===== src/hdl/cdgc_pkg.sv =====
// Shared types, constants and helper functions for the coil discharge gain capture block.
package cdgc_pkg;

  localparam int unsigned WINDOW     = 5;
  localparam int unsigned PTR_W      = $clog2(WINDOW);
  localparam int unsigned ANGLE_W    = 16;
  localparam int unsigned RPM_W      = 14;
  localparam int unsigned RISE_W     = RPM_W + 1;
  localparam int unsigned TOTAL_W    = RISE_W + $clog2(WINDOW);
  localparam int unsigned THR_W      = 10;
  localparam logic [THR_W-1:0] THR_RESET = THR_W'(5);

  // floor(rpm / 100) is rpm * 10486 >> 20, exact for every 14-bit rpm.
  localparam int unsigned STEP_SHIFT = 20;
  localparam int unsigned STEP_MUL   = 10486;
  localparam int unsigned STEP_MUL_W = 14;
  localparam int unsigned STEP_PROD_W = RPM_W + STEP_MUL_W;

  typedef enum logic {
    CMD_SAMPLE  = 1'b0,
    CMD_COLLECT = 1'b1
  } command_e;

  typedef enum logic [1:0] {
    COIL_DISCHARGED = 2'd0,
    COIL_PRIMED     = 2'd1,
    COIL_CHARGING   = 2'd2,
    COIL_OTHER      = 2'd3
  } coil_phase_e;

  typedef enum logic [1:0] {
    CAP_READY     = 2'd0,
    CAP_ACCEPTING = 2'd1,
    CAP_COMPLETED = 2'd2
  } cap_phase_e;

  typedef struct packed {
    command_e            command;
    logic [ANGLE_W-1:0]  crank_angle;
    logic [RPM_W-1:0]    engine_rpm;
    coil_phase_e         coil_phase;
  } item_t;

  typedef struct packed {
    logic [RPM_W-1:0]    speed_step;
    logic [ANGLE_W-1:0]  spark_angle;
    logic [RPM_W-1:0]    spark_rpm;
    logic [ANGLE_W-1:0]  rise_angle;
  } result_t;

  // Rounds an rpm down to a multiple of 100 without a divider.
  function automatic logic [RPM_W-1:0] step_floor(input logic [RPM_W-1:0] rpm);
    logic [STEP_PROD_W-1:0] prod;
    logic [RPM_W-1:0]       quo;
    logic [RPM_W+6:0]       scaled;
    prod   = STEP_PROD_W'(rpm) * STEP_PROD_W'(STEP_MUL);
    quo    = RPM_W'(prod >> STEP_SHIFT);
    // quo * 100 as quo * 64 + quo * 32 + quo * 4
    scaled = ((RPM_W+7)'(quo) << 6) + ((RPM_W+7)'(quo) << 5) + ((RPM_W+7)'(quo) << 2);
    return scaled[RPM_W-1:0];
  endfunction

endpackage


===== src/hdl/cdgc_in_reg.sv =====
// Input register that holds one accepted item for the capture core.
module cdgc_in_reg
  import cdgc_pkg::*;
(
  input  logic  clk_i,
  input  logic  rst_ni,
  input  logic  in_valid_i,
  output logic  in_ready_o,
  input  item_t item_i,
  input  logic  pop_i,
  output logic  valid_o,
  output item_t item_o
);

  logic  valid_q, valid_d;
  item_t item_q;
  logic  load;

  assign in_ready_o = !valid_q || pop_i;
  assign load       = in_valid_i && in_ready_o;

  always_comb begin
    valid_d = valid_q;
    if (load) begin
      valid_d = 1'b1;
    end else if (pop_i) begin
      valid_d = 1'b0;
    end
  end

  always_ff @(posedge clk_i or negedge rst_ni) begin
    if (!rst_ni) begin
      valid_q <= 1'b0;
    end else begin
      valid_q <= valid_d;
    end
  end

  always_ff @(posedge clk_i) begin
    if (load) begin
      item_q <= item_i;
    end
  end

  assign valid_o = valid_q;
  assign item_o  = item_q;

endmodule


===== src/hdl/cdgc_core.sv =====
// Capture state, rise and angle rings, and the combinational update for one item.
module cdgc_core
  import cdgc_pkg::*;
(
  input  logic             clk_i,
  input  logic             rst_ni,
  input  logic             fire_i,
  input  item_t            item_i,
  input  logic [THR_W-1:0] threshold_i,
  output logic             emit_o,
  output result_t          result_o
);

  cap_phase_e                 cap_q, cap_d;
  coil_phase_e                last_q, last_d;
  logic signed [RISE_W-1:0]   rise_ring_q [WINDOW];
  logic signed [RISE_W-1:0]   rise_ring_d [WINDOW];
  logic [ANGLE_W-1:0]         angle_ring_q [WINDOW];
  logic [ANGLE_W-1:0]         angle_ring_d [WINDOW];
  logic [PTR_W-1:0]           ptr_q, ptr_d;
  logic signed [TOTAL_W-1:0]  total_q, total_d;
  logic                       full_q, full_d;
  result_t                    held_q, held_d;

  cap_phase_e                 cap_eff;
  logic signed [RISE_W-1:0]   rise;
  logic signed [TOTAL_W-1:0]  total_new;
  logic signed [TOTAL_W-1:0]  limit;
  logic                       full_new;
  logic [PTR_W-1:0]           oldest;
  logic [PTR_W-1:0]           ptr_next;
  logic                       ptr_last;

  // mean = total / WINDOW truncated; mean > thr holds exactly when
  // total > WINDOW * thr + WINDOW - 1 (a negative total never passes).
  assign limit = TOTAL_W'(threshold_i) * TOTAL_W'(WINDOW) + TOTAL_W'(WINDOW - 1);

  assign rise      = $signed({1'b0, item_i.engine_rpm}) - $signed({1'b0, held_q.spark_rpm});
  assign total_new = total_q - TOTAL_W'(rise_ring_q[ptr_q]) + TOTAL_W'(rise);
  assign ptr_last  = (ptr_q == PTR_W'(WINDOW - 1));
  assign full_new  = full_q || ptr_last;
  assign oldest    = ptr_last ? '0 : ptr_q + PTR_W'(1);
  assign ptr_next  = ptr_last ? '0 : ptr_q + PTR_W'(1);

  assign cap_eff = (cap_q == CAP_READY && last_q == COIL_DISCHARGED &&
                    item_i.coil_phase == COIL_PRIMED) ? CAP_ACCEPTING : cap_q;

  always_comb begin
    cap_d        = cap_q;
    last_d       = last_q;
    rise_ring_d  = rise_ring_q;
    angle_ring_d = angle_ring_q;
    ptr_d        = ptr_q;
    total_d      = total_q;
    full_d       = full_q;
    held_d       = held_q;
    emit_o       = 1'b0;
    if (fire_i) begin
      case (item_i.command)
        CMD_COLLECT: begin
          if (cap_q == CAP_COMPLETED) begin
            emit_o = (held_q.speed_step != '0);
            cap_d  = CAP_READY;
            for (int k = 0; k < WINDOW; k++) begin
              rise_ring_d[k]  = '0;
              angle_ring_d[k] = '0;
            end
            ptr_d   = '0;
            total_d = '0;
            full_d  = 1'b0;
            held_d  = '0;
          end
        end
        CMD_SAMPLE: begin
          cap_d  = cap_eff;
          last_d = item_i.coil_phase;
          if (cap_eff == CAP_ACCEPTING) begin
            if (last_q == COIL_PRIMED && item_i.coil_phase == COIL_CHARGING) begin
              held_d.speed_step = step_floor(item_i.engine_rpm);
            end else if (item_i.coil_phase != COIL_DISCHARGED) begin
              // Only the last phase moves.
            end else if (last_q == COIL_CHARGING) begin
              held_d.spark_angle = item_i.crank_angle;
              held_d.spark_rpm   = item_i.engine_rpm;
            end else begin
              angle_ring_d[ptr_q] = item_i.crank_angle;
              rise_ring_d[ptr_q]  = rise;
              total_d             = total_new;
              full_d              = full_new;
              if (full_new && total_new > limit) begin
                held_d.rise_angle = angle_ring_q[oldest];
                cap_d             = CAP_COMPLETED;
                last_d            = last_q;
              end else begin
                ptr_d = ptr_next;
              end
            end
          end
        end
        default: begin
          cap_d = cap_q;
        end
      endcase
    end
  end

  always_ff @(posedge clk_i or negedge rst_ni) begin
    if (!rst_ni) begin
      cap_q   <= CAP_READY;
      last_q  <= COIL_DISCHARGED;
      ptr_q   <= '0;
      total_q <= '0;
      full_q  <= 1'b0;
      held_q  <= '0;
      for (int k = 0; k < WINDOW; k++) begin
        rise_ring_q[k]  <= '0;
        angle_ring_q[k] <= '0;
      end
    end else begin
      cap_q        <= cap_d;
      last_q       <= last_d;
      ptr_q        <= ptr_d;
      total_q      <= total_d;
      full_q       <= full_d;
      held_q       <= held_d;
      rise_ring_q  <= rise_ring_d;
      angle_ring_q <= angle_ring_d;
    end
  end

  assign result_o = held_q;

endmodule


===== src/hdl/coil_discharge_gain_capture.sv =====
// Top level of the coil discharge gain capture block: ports, threshold and result register.
// Path: a collect item accepted into the input register is handled by the single-pass
// update, which loads the result register once that register can take a result, so its
// result is offered from the result register (input register, then result register).
// Throughput: one item per cycle, limited only by the result register draining.
// Reset: asynchronous, active low; clears capture state, rings, held values and
// sets the mean rise threshold to 5. No clearing pass is needed.
module coil_discharge_gain_capture
  import cdgc_pkg::*;
(
  input  logic               clk_i,
  input  logic               rst_ni,
  // Input item channel.
  input  logic               in_valid_i,
  output logic               in_ready_o,
  input  logic               command_i,
  input  logic [ANGLE_W-1:0] crank_angle_i,
  input  logic [RPM_W-1:0]   engine_rpm_i,
  input  logic [1:0]         coil_phase_i,
  // Result item channel.
  output logic               out_valid_o,
  input  logic               out_ready_i,
  output logic [RPM_W-1:0]   speed_step_o,
  output logic [ANGLE_W-1:0] spark_angle_o,
  output logic [RPM_W-1:0]   spark_rpm_o,
  output logic [ANGLE_W-1:0] rise_angle_o,
  // Threshold register write port.
  input  logic               cfg_we_i,
  input  logic [THR_W-1:0]   cfg_data_i
);

  item_t            in_item;
  item_t            cur_item;
  logic             cur_valid;
  logic             fire;
  logic             emit;
  result_t          core_result;

  logic [THR_W-1:0] thr_q;
  logic             out_valid_q, out_valid_d;
  result_t          out_q;

  assign in_item.command     = command_e'(command_i);
  assign in_item.crank_angle = crank_angle_i;
  assign in_item.engine_rpm  = engine_rpm_i;
  assign in_item.coil_phase  = coil_phase_e'(coil_phase_i);

  // The held item is processed whenever the result register can take a result,
  // so a waiting result never lets a new one overwrite it.
  assign fire = cur_valid && (!out_valid_q || out_ready_i);

  cdgc_in_reg u_in_reg (
    .clk_i      (clk_i),
    .rst_ni     (rst_ni),
    .in_valid_i (in_valid_i),
    .in_ready_o (in_ready_o),
    .item_i     (in_item),
    .pop_i      (fire),
    .valid_o    (cur_valid),
    .item_o     (cur_item)
  );

  cdgc_core u_core (
    .clk_i       (clk_i),
    .rst_ni      (rst_ni),
    .fire_i      (fire),
    .item_i      (cur_item),
    .threshold_i (thr_q),
    .emit_o      (emit),
    .result_o    (core_result)
  );

  // The result is taken from the held values before the collect clears them.
  always_comb begin
    out_valid_d = out_valid_q;
    if (fire && emit) begin
      out_valid_d = 1'b1;
    end else if (out_ready_i) begin
      out_valid_d = 1'b0;
    end
  end

  always_ff @(posedge clk_i or negedge rst_ni) begin
    if (!rst_ni) begin
      thr_q       <= THR_RESET;
      out_valid_q <= 1'b0;
    end else begin
      out_valid_q <= out_valid_d;
      if (cfg_we_i) begin
        thr_q <= cfg_data_i;
      end
    end
  end

  always_ff @(posedge clk_i) begin
    if (fire && emit) begin
      out_q <= core_result;
    end
  end

  assign out_valid_o   = out_valid_q;
  assign speed_step_o  = out_q.speed_step;
  assign spark_angle_o = out_q.spark_angle;
  assign spark_rpm_o   = out_q.spark_rpm;
  assign rise_angle_o  = out_q.rise_angle;

endmodule

===== config.mk =====
export PLATFORM = sky130hd
export DESIGN_NAME = coil_discharge_gain_capture
export DESIGN_NICKNAME = d
export VERILOG_FILES = /design/src/hdl/cdgc_pkg.sv /design/src/hdl/cdgc_in_reg.sv /design/src/hdl/cdgc_core.sv /design/src/hdl/coil_discharge_gain_capture.sv
export SDC_FILE = /design/constraint.sdc
export NUM_CORES = 1
export LEC_CHECK = 0
export ABC_AREA = 1
export BUFFER_PORTS_ARGS = -buffer_cell sky130_fd_sc_hd__buf_2
export CAP_MARGIN = 40
export CELL_PAD_IN_SITES_DETAIL_PLACEMENT = 1
export CELL_PAD_IN_SITES_GLOBAL_PLACEMENT = 2
export CORE_ASPECT_RATIO = 0.5
export CORE_MARGIN = 2
export CORE_UTILIZATION = 40
export CTS_CLUSTER_DIAMETER = 50
export DETAILED_ROUTE_END_ITERATION = 12
export PLACE_DENSITY = 0.86
export SLEW_MARGIN = 20
export SYNTH_ARGS = -nofsm -noshare
export SYNTH_HDL_FRONTEND = slang
export SYNTH_SLANG_ARGS = --single-unit

===== constraint.sdc =====
create_clock -name clk_i -period 7.3 [get_ports clk_i]
set_input_delay 0.73 -clock clk_i [delete_from_list [all_inputs] [get_ports clk_i]]
set_output_delay 0.73 -clock clk_i [all_outputs]
set_load 0.005 [all_outputs]

==> impl_metrics.py, run 1 <==
metrics = {
    "global_route": {
        "grt_pass1_vias": 16300,
        "overflow": 0,
        "grt_max_degree": 171,
        "track_usage_pct": 22.5,
        "grt_pass1_wl_um": 91700,
        "antenna_found_initial": 2,
    },
    "routing": {
        "post-route-drc-count": 0,
        "via_per_inst": 5.28,
        "drt-initial-drc-count": 965,
        "drt_first_pass_iters": 5,
        "wl_per_cell_um": 19.8,
        "wl_um": 57800,
        "ant_nets": 0,
        "num_vias": 15400,
    },
    "timing": {
        "relSlewSlack_pct": 36.2,
        "period_share_pct": 91.0,
        "finalHoldViolCount": 0,
        "rsz0062_at_grt": "false",
        "worst_slack_ns": 0.659,
        "setup_viol": 0,
        "tightestPinTransition_ns": 0.957,
        "fin_crit_ns": 6.64,
        "max_freq_mhz": 151,
        "slew_violations": 0,
        "tns_ns": 0,
        "fin_skew_ns": 0.0376,
    },
    "synthesis": {
        "yosys-top-cells-count": "nand2_1 (408), inv_1 (349), dfrtp_1 (249)",
        "netlist.area_leader.share_pct": 30.9,
        "synth_cell_types": 57,
        "synth-seq-area-share_pct": 44.7,
        "synth-edff-count": 91,
        "syn_area_um2": 20200,
        "synthFlopType": "dfrtp_1",
        "postSynth.asyncResetShare_pct": 73.4,
        "ys_ff_latch": 342,
        "yosys.area.top_type": "dfrtp_1",
        "yosysMostFrequentCell": "nand2_1",
        "yosys_warnings": 0,
        "synth_area_per_cell_um2": 9.56,
        "synth.area.top_cells": "dfrtp_1 (31%), edfxtp_1 (14%), ha_1 (11%)",
        "synth_cells": 2111,
    },
    "setup_path": {
        "crit_type": "reg2reg",
        "start_kind": "flip-flop",
        "r2r.worst_path.cells": 34,
        "path_common_cell": "nand2_1",
        "crit_fanout": 7,
        "critPathSlowestCell": "edfxtp_1",
        "reg2reg_slack_ns": 0.66,
        "r2r-end": "u_core.result_o[59]",
        "end_kind": "flip-flop",
        "r2r_start": "u_in_reg.item_o[12]",
        "critical_path_required_ns": 7.79,
        "worst-endpoint-arrival_ns": 7.13,
        "critPathMaxStageDelay_ns": 0.55,
    },
    "clock_network": {
        "cts_sinks": 342,
        "clock-root-buffer": "clkbuf_16",
        "cts_hold_buf": 0,
        "clk_pin_slew_worst_paths_ns": 0.07,
        "insertion_delay_ns": 0.56,
        "numCtsBuffers": 36,
        "cts_tree": "done",
        "clockBufferDepth": 3,
        "cts_resized": 0,
        "post_cts_buffers": 0,
        "cts-htree-levels": 2,
    },
    "placement": {
        "hpwl_um": 42600,
        "place_congestion": 0.885,
        "pre_cts_slack_ns": 0.632,
        "numPortBuffers": 107,
    },
    "cells_and_area": {
        "layout-drive-gt1-share_pct": 10.4,
        "final_nets": 2539,
        "area_delta_synth_final_pct": 13.3,
    },
    "floorplan": {
        "initial_utilization_pct": 40.4,
        "die_area_um2": 52400,
        "die_y_um": 163,
        "die_w_um": 322,
        "io_pins": 110,
        "placementRows": 58,
        "design.core.area_um2": 50000,
    },
    "job": {
        "max-cap-violations": 0,
    },
    "hold_path": {
        "min_path_type": "in2async",
    },
    "status": {
        "run_status": "completed",
    },
}
[cell type report]
cell class	count	area [um^2]
sequential	342	9020
fill	5692	27100
inverter	357	1350
tap	660	826
antenna	2	5.00
multi-input combinational	1350	9560
clock inverter	17	231
clock buffer	49	1010
timing repair buffer	137	868
[routing by layer]
layer / vias up / wire length [um] / part of all wire, % / track usage (%)
li1: 7259 / - / - / -
met1: 7755 / 27000 / 47 / 31.7
met2: 306 / 27100 / 47 / 37.1
met3: 80 / 2400 / 4.2 / 2.75
met4: 0 / 1240 / 2.1 / 5.14
met5: - / 0 / 0 / 0
[worst max-delay path: cells and delay by family (launching register included)]
kind	cells	cell delay (ns)
compound gates	5	0.88
simple gates	14	1.17
buf+inv	7	0.41
fa+ha+maj	8	3.58
flops	1	0.55
[logic make-up after synthesis]
logic type	Yosys count	share of synthesized area, %
fa+ha+maj	267	19.8
buf+inv	420	8.11
compound gates	423	12.4
simple gates	611	12.8
other cells	1	0.0186
flops	342	44.7
mux	8	0.447
xor+xnor	39	1.69
[flip-flops by register name (all words and copies together) (netlist names), 3 cells and up]
| register | count |
|---|---|
| rise_angle_o | 16 |
| u_core.ptr_q | 3 |
| spark_rpm_o | 14 |
| thr_q | 10 |
| speed_step_o | 12 |
| spark_angle_o | 16 |
| u_core.total_q | 18 |
| u_core.result_o | 58 |
| u_core.angle_ring_q | 80 |
| u_core.rise_ring_q | 75 |
| u_in_reg.item_o | 33 |
[layout by cell type, fill, tap and decap left out, drive strengths merged, types with 3 or more instances in the layout]
cell	count
a211oi	3
a21o	5
a21oi	96
a221oi	15
a22o	15
a31o	3
a31oi	3
and3	3
buf	136
bufinv	4
clkbuf	50
clkinv	10
dfrtp	249
edfxtp	91
fa	87
ha	180
inv	358
mux2	8
nand2	413
nand3	81
nand4	21
nor2	57
nor3	23
nor4	4
o211ai	16
o21a	4
o21ai	177
o21bai	7
o221ai	13
o22ai	60
o31ai	4
or2	4
xnor2	13
xor2	26
[metrics by stage]
stage          hold WS (ns)  util, %  std cells  cell area [um^2]
5_1_grt               0.238     45.7       2914             22900
6_report              0.190     45.7       2914             22900
3_3_place_gp          0.429     43.0       2840             21500
2_1_floorplan         0.425        -       2112             20200
3_5_place_dp          0.434     43.2       2844             21600
4_1_cts               0.201     45.6       2910             22800
[worst max path at each step]
| stage | slack [ns] | to | cells past startpoint | start |
|---|---|---|---|---|
| floorplan | 1.18 | u_core.result_o[58] | 27 | u_in_reg.item_o[10] |
| global placement | 0.79 | u_core.result_o[58] | 27 | u_in_reg.item_o[12] |
| detailed placement | 0.63 | u_core.result_o[59] | 34 | u_in_reg.item_o[12] |
| CTS | 0.60 | u_core.result_o[59] | 34 | u_in_reg.item_o[12] |
| global route | 0.03 | u_core.result_o[59] | 34 | u_in_reg.item_o[10] |
| finish | 0.66 | u_core.result_o[59] | 34 | u_in_reg.item_o[12] |
Power of run 1 is not shown: default switching activity piles up to over one toggle a cycle in this logic, so the estimate is an artifact.
==> inputs of run 2 (changes only) <==
--- a/config.mk
+++ b/config.mk
@@ -6,16 +6,15 @@
 export NUM_CORES = 1
 export LEC_CHECK = 0
 export ABC_AREA = 1
+export ABC_CLOCK_PERIOD_IN_PS = 7300
 export BUFFER_PORTS_ARGS = -buffer_cell sky130_fd_sc_hd__buf_2
 export CAP_MARGIN = 40
-export CELL_PAD_IN_SITES_DETAIL_PLACEMENT = 1
-export CELL_PAD_IN_SITES_GLOBAL_PLACEMENT = 2
 export CORE_ASPECT_RATIO = 0.5
 export CORE_MARGIN = 2
-export CORE_UTILIZATION = 40
+export CORE_UTILIZATION = 51
 export CTS_CLUSTER_DIAMETER = 50
 export DETAILED_ROUTE_END_ITERATION = 12
-export PLACE_DENSITY = 0.86
+export PLACE_DENSITY = 0.73
 export SLEW_MARGIN = 20
 export SYNTH_ARGS = -nofsm -noshare
 export SYNTH_HDL_FRONTEND = slang
==> constraint.sdc (replaced) <==
create_clock -name clk_i -period 7.3 [get_ports clk_i]
set_input_delay 0.365 -clock clk_i [delete_from_list [all_inputs] [get_ports clk_i]]
set_output_delay 0.365 -clock clk_i [all_outputs]
set_load 0.005 [all_outputs]
==> run 2 against run 1 <==
Against the previous run:
- die area shrank 21%
- cell count shrank 4.6%
- core utilization grew 12 points
- register-to-register slack gained 0.12 ns
==> impl_metrics.py, run 2 (same netlist as run 1, synthesis figures left out) <==
metrics = {
    "status": {
        "run_status": "completed",
    },
    "floorplan": {
        "die_y_um": 145,
        "design.core.area_um2": 38900,
        "placementRows": 51,
        "die_area_um2": 41300,
        "die_w_um": 285,
        "initial_utilization_pct": 51.8,
        "io_pins": 110,
    },
    "hold_path": {
        "min_path_type": "in2reg",
    },
    "global_route": {
        "overflow": 0,
        "gr-usage-met1_pct": 33.4,
        "grt_pass1_vias": 14800,
        "grt_use_met3_pct": 4.13,
        "grt_pass1_wl_um": 78200,
        "grt_use_met2_pct": 38.4,
        "antenna_found_initial": 3,
        "track_usage_pct": 23.9,
        "busiest_layer": "met2",
        "grt_max_degree": 187,
    },
    "setup_path": {
        "critPathMaxStageDelay_ns": 0.57,
        "end_kind": "flip-flop",
        "path_delay_family": "adder cells",
        "worst-endpoint-arrival_ns": 6.93,
        "critPathSlowestCell": "fa_1",
        "critical_path_required_ns": 7.71,
        "crit_type": "reg2reg",
        "crit_fanout": 7,
        "cp.buffers_inverters": 6,
        "start_kind": "flip-flop",
    },
    "timing": {
        "relSlewSlack_pct": 33.8,
        "finalHoldViolCount": 0,
        "hold-worst-slack_ns": 0.0140,
        "tns_ns": 0,
        "setup_viol": 0,
        "fin_skew_ns": 0.0225,
        "max_freq_mhz": 153,
        "tightestPinTransition_ns": 0.992,
        "fin_crit_ns": 6.52,
        "rsz0062_at_grt": "false",
        "slew_violations": 0,
        "period_share_pct": 89.3,
    },
    "cells_and_area": {
        "nFillCells": 3360,
        "final_cells": 2780,
        "multiInputGateArea_um2": 9540,
        "largest_reg_flops": 80,
        "regMostFlops": "u_core.angle_ring_q",
        "seq_area_um2": 9020,
        "final_nets": 2537,
        "mostFrequentLayoutCells": "nand2_1 (406), inv_1 (349), dfrtp_1 (249), ha_1 (180), o21ai_0 (140)",
        "area_delta_synth_final_pct": 11.5,
        "layout_commonest_cell": "nand2_1",
        "layout-drive-gt1-share_pct": 9.88,
    },
    "placement": {
        "hpwl_um": 35300,
        "numPortBuffers": 107,
        "dp_cells": 2705,
        "place_congestion": 0.910,
    },
    "clock_network": {
        "clock-root-buffer": "clkbuf_16",
        "cts_resized": 0,
        "cts-htree-levels": 2,
        "numCtsBuffers": 34,
        "post_cts_buffers": 0,
        "clk_pin_slew_worst_paths_ns": 0.06,
        "cts_sinks": 342,
        "insertion_delay_ns": 0.54,
        "clockBufferDepth": 3,
        "cts_hold_buf": 10,
        "cts_tree": "done",
    },
    "routing": {
        "num_vias": 15200,
        "wl_um": 49000,
        "drt_first_pass_iters": 5,
        "via_per_inst": 5.46,
        "ant_nets": 0,
        "wl_per_cell_um": 17.6,
        "post-route-drc-count": 0,
        "drt-initial-drc-count": 1398,
    },
    "job": {
        "max-cap-violations": 0,
    },
}
==> run 2: cell count changes in the layout (fill, tap and decap cells not counted), sizes merged <==
| cell | delta |
|---|---|
| dlygate4sd3 | +10 |
| inv | -2 |
| clkinv | +3 |
| diode | +1 |
| buf | -9 |
| bufinv | -3 |
| clkbuf | -4 |
==> run 2: area by class of cell <==
| cell class | count | area share [%] |
|---|---|---|
| antenna | 3 | 0.0334 |
| clock buffer | 46 | 4.25 |
| clock inverter | 15 | 0.517 |
| inverter | 357 | 5.98 |
| multi-input combinational | 1350 | 42.4 |
| sequential | 342 | 40.1 |
| tap | 530 | 2.95 |
| timing repair buffer | 137 | 3.80 |
==> run 2: per-stage QoR <==
stage	worst slack (ns)	instance area, um^2	utilization (%)
4_1_cts	0.755	22500	57.7
3_3_place_gp	0.881	21200	54.6
2_1_floorplan	1.18	20200	-
6_report	0.779	22500	57.8
5_1_grt	0.286	22500	57.8
3_5_place_dp	0.744	21300	54.7
==> run 2: worst paths after layout <==
path	start	to	slack [ns]	cells past startpoint
setup / recovery	u_in_reg.item_o[10]	u_core.result_o[58]	0.78	27
hold / removal	crank_angle_i[6]	u_in_reg.item_o[22]	0.01	1
setup reg to reg	u_in_reg.item_o[10]	u_core.result_o[58]	0.78	27
hold reg to reg	u_core.result_o[1]	rise_angle_o[1]	0.44	0
max in group asynchronous	rst_ni	u_core.total_q[11]	5.55	3
min in group asynchronous	rst_ni	u_core.result_o[57]	0.36	2
==> run 2: routing by layer <==
metal / up-vias / wire length [um] / share of wire (%)
met5: - / 0 / 0
met4: 0 / 1310 / 2.7
met3: 85 / 3250 / 6.6
met2: 471 / 22500 / 46
met1: 7390 / 21900 / 45
li1: 7240 / - / -
Power of run 2 is left out for the same reason.
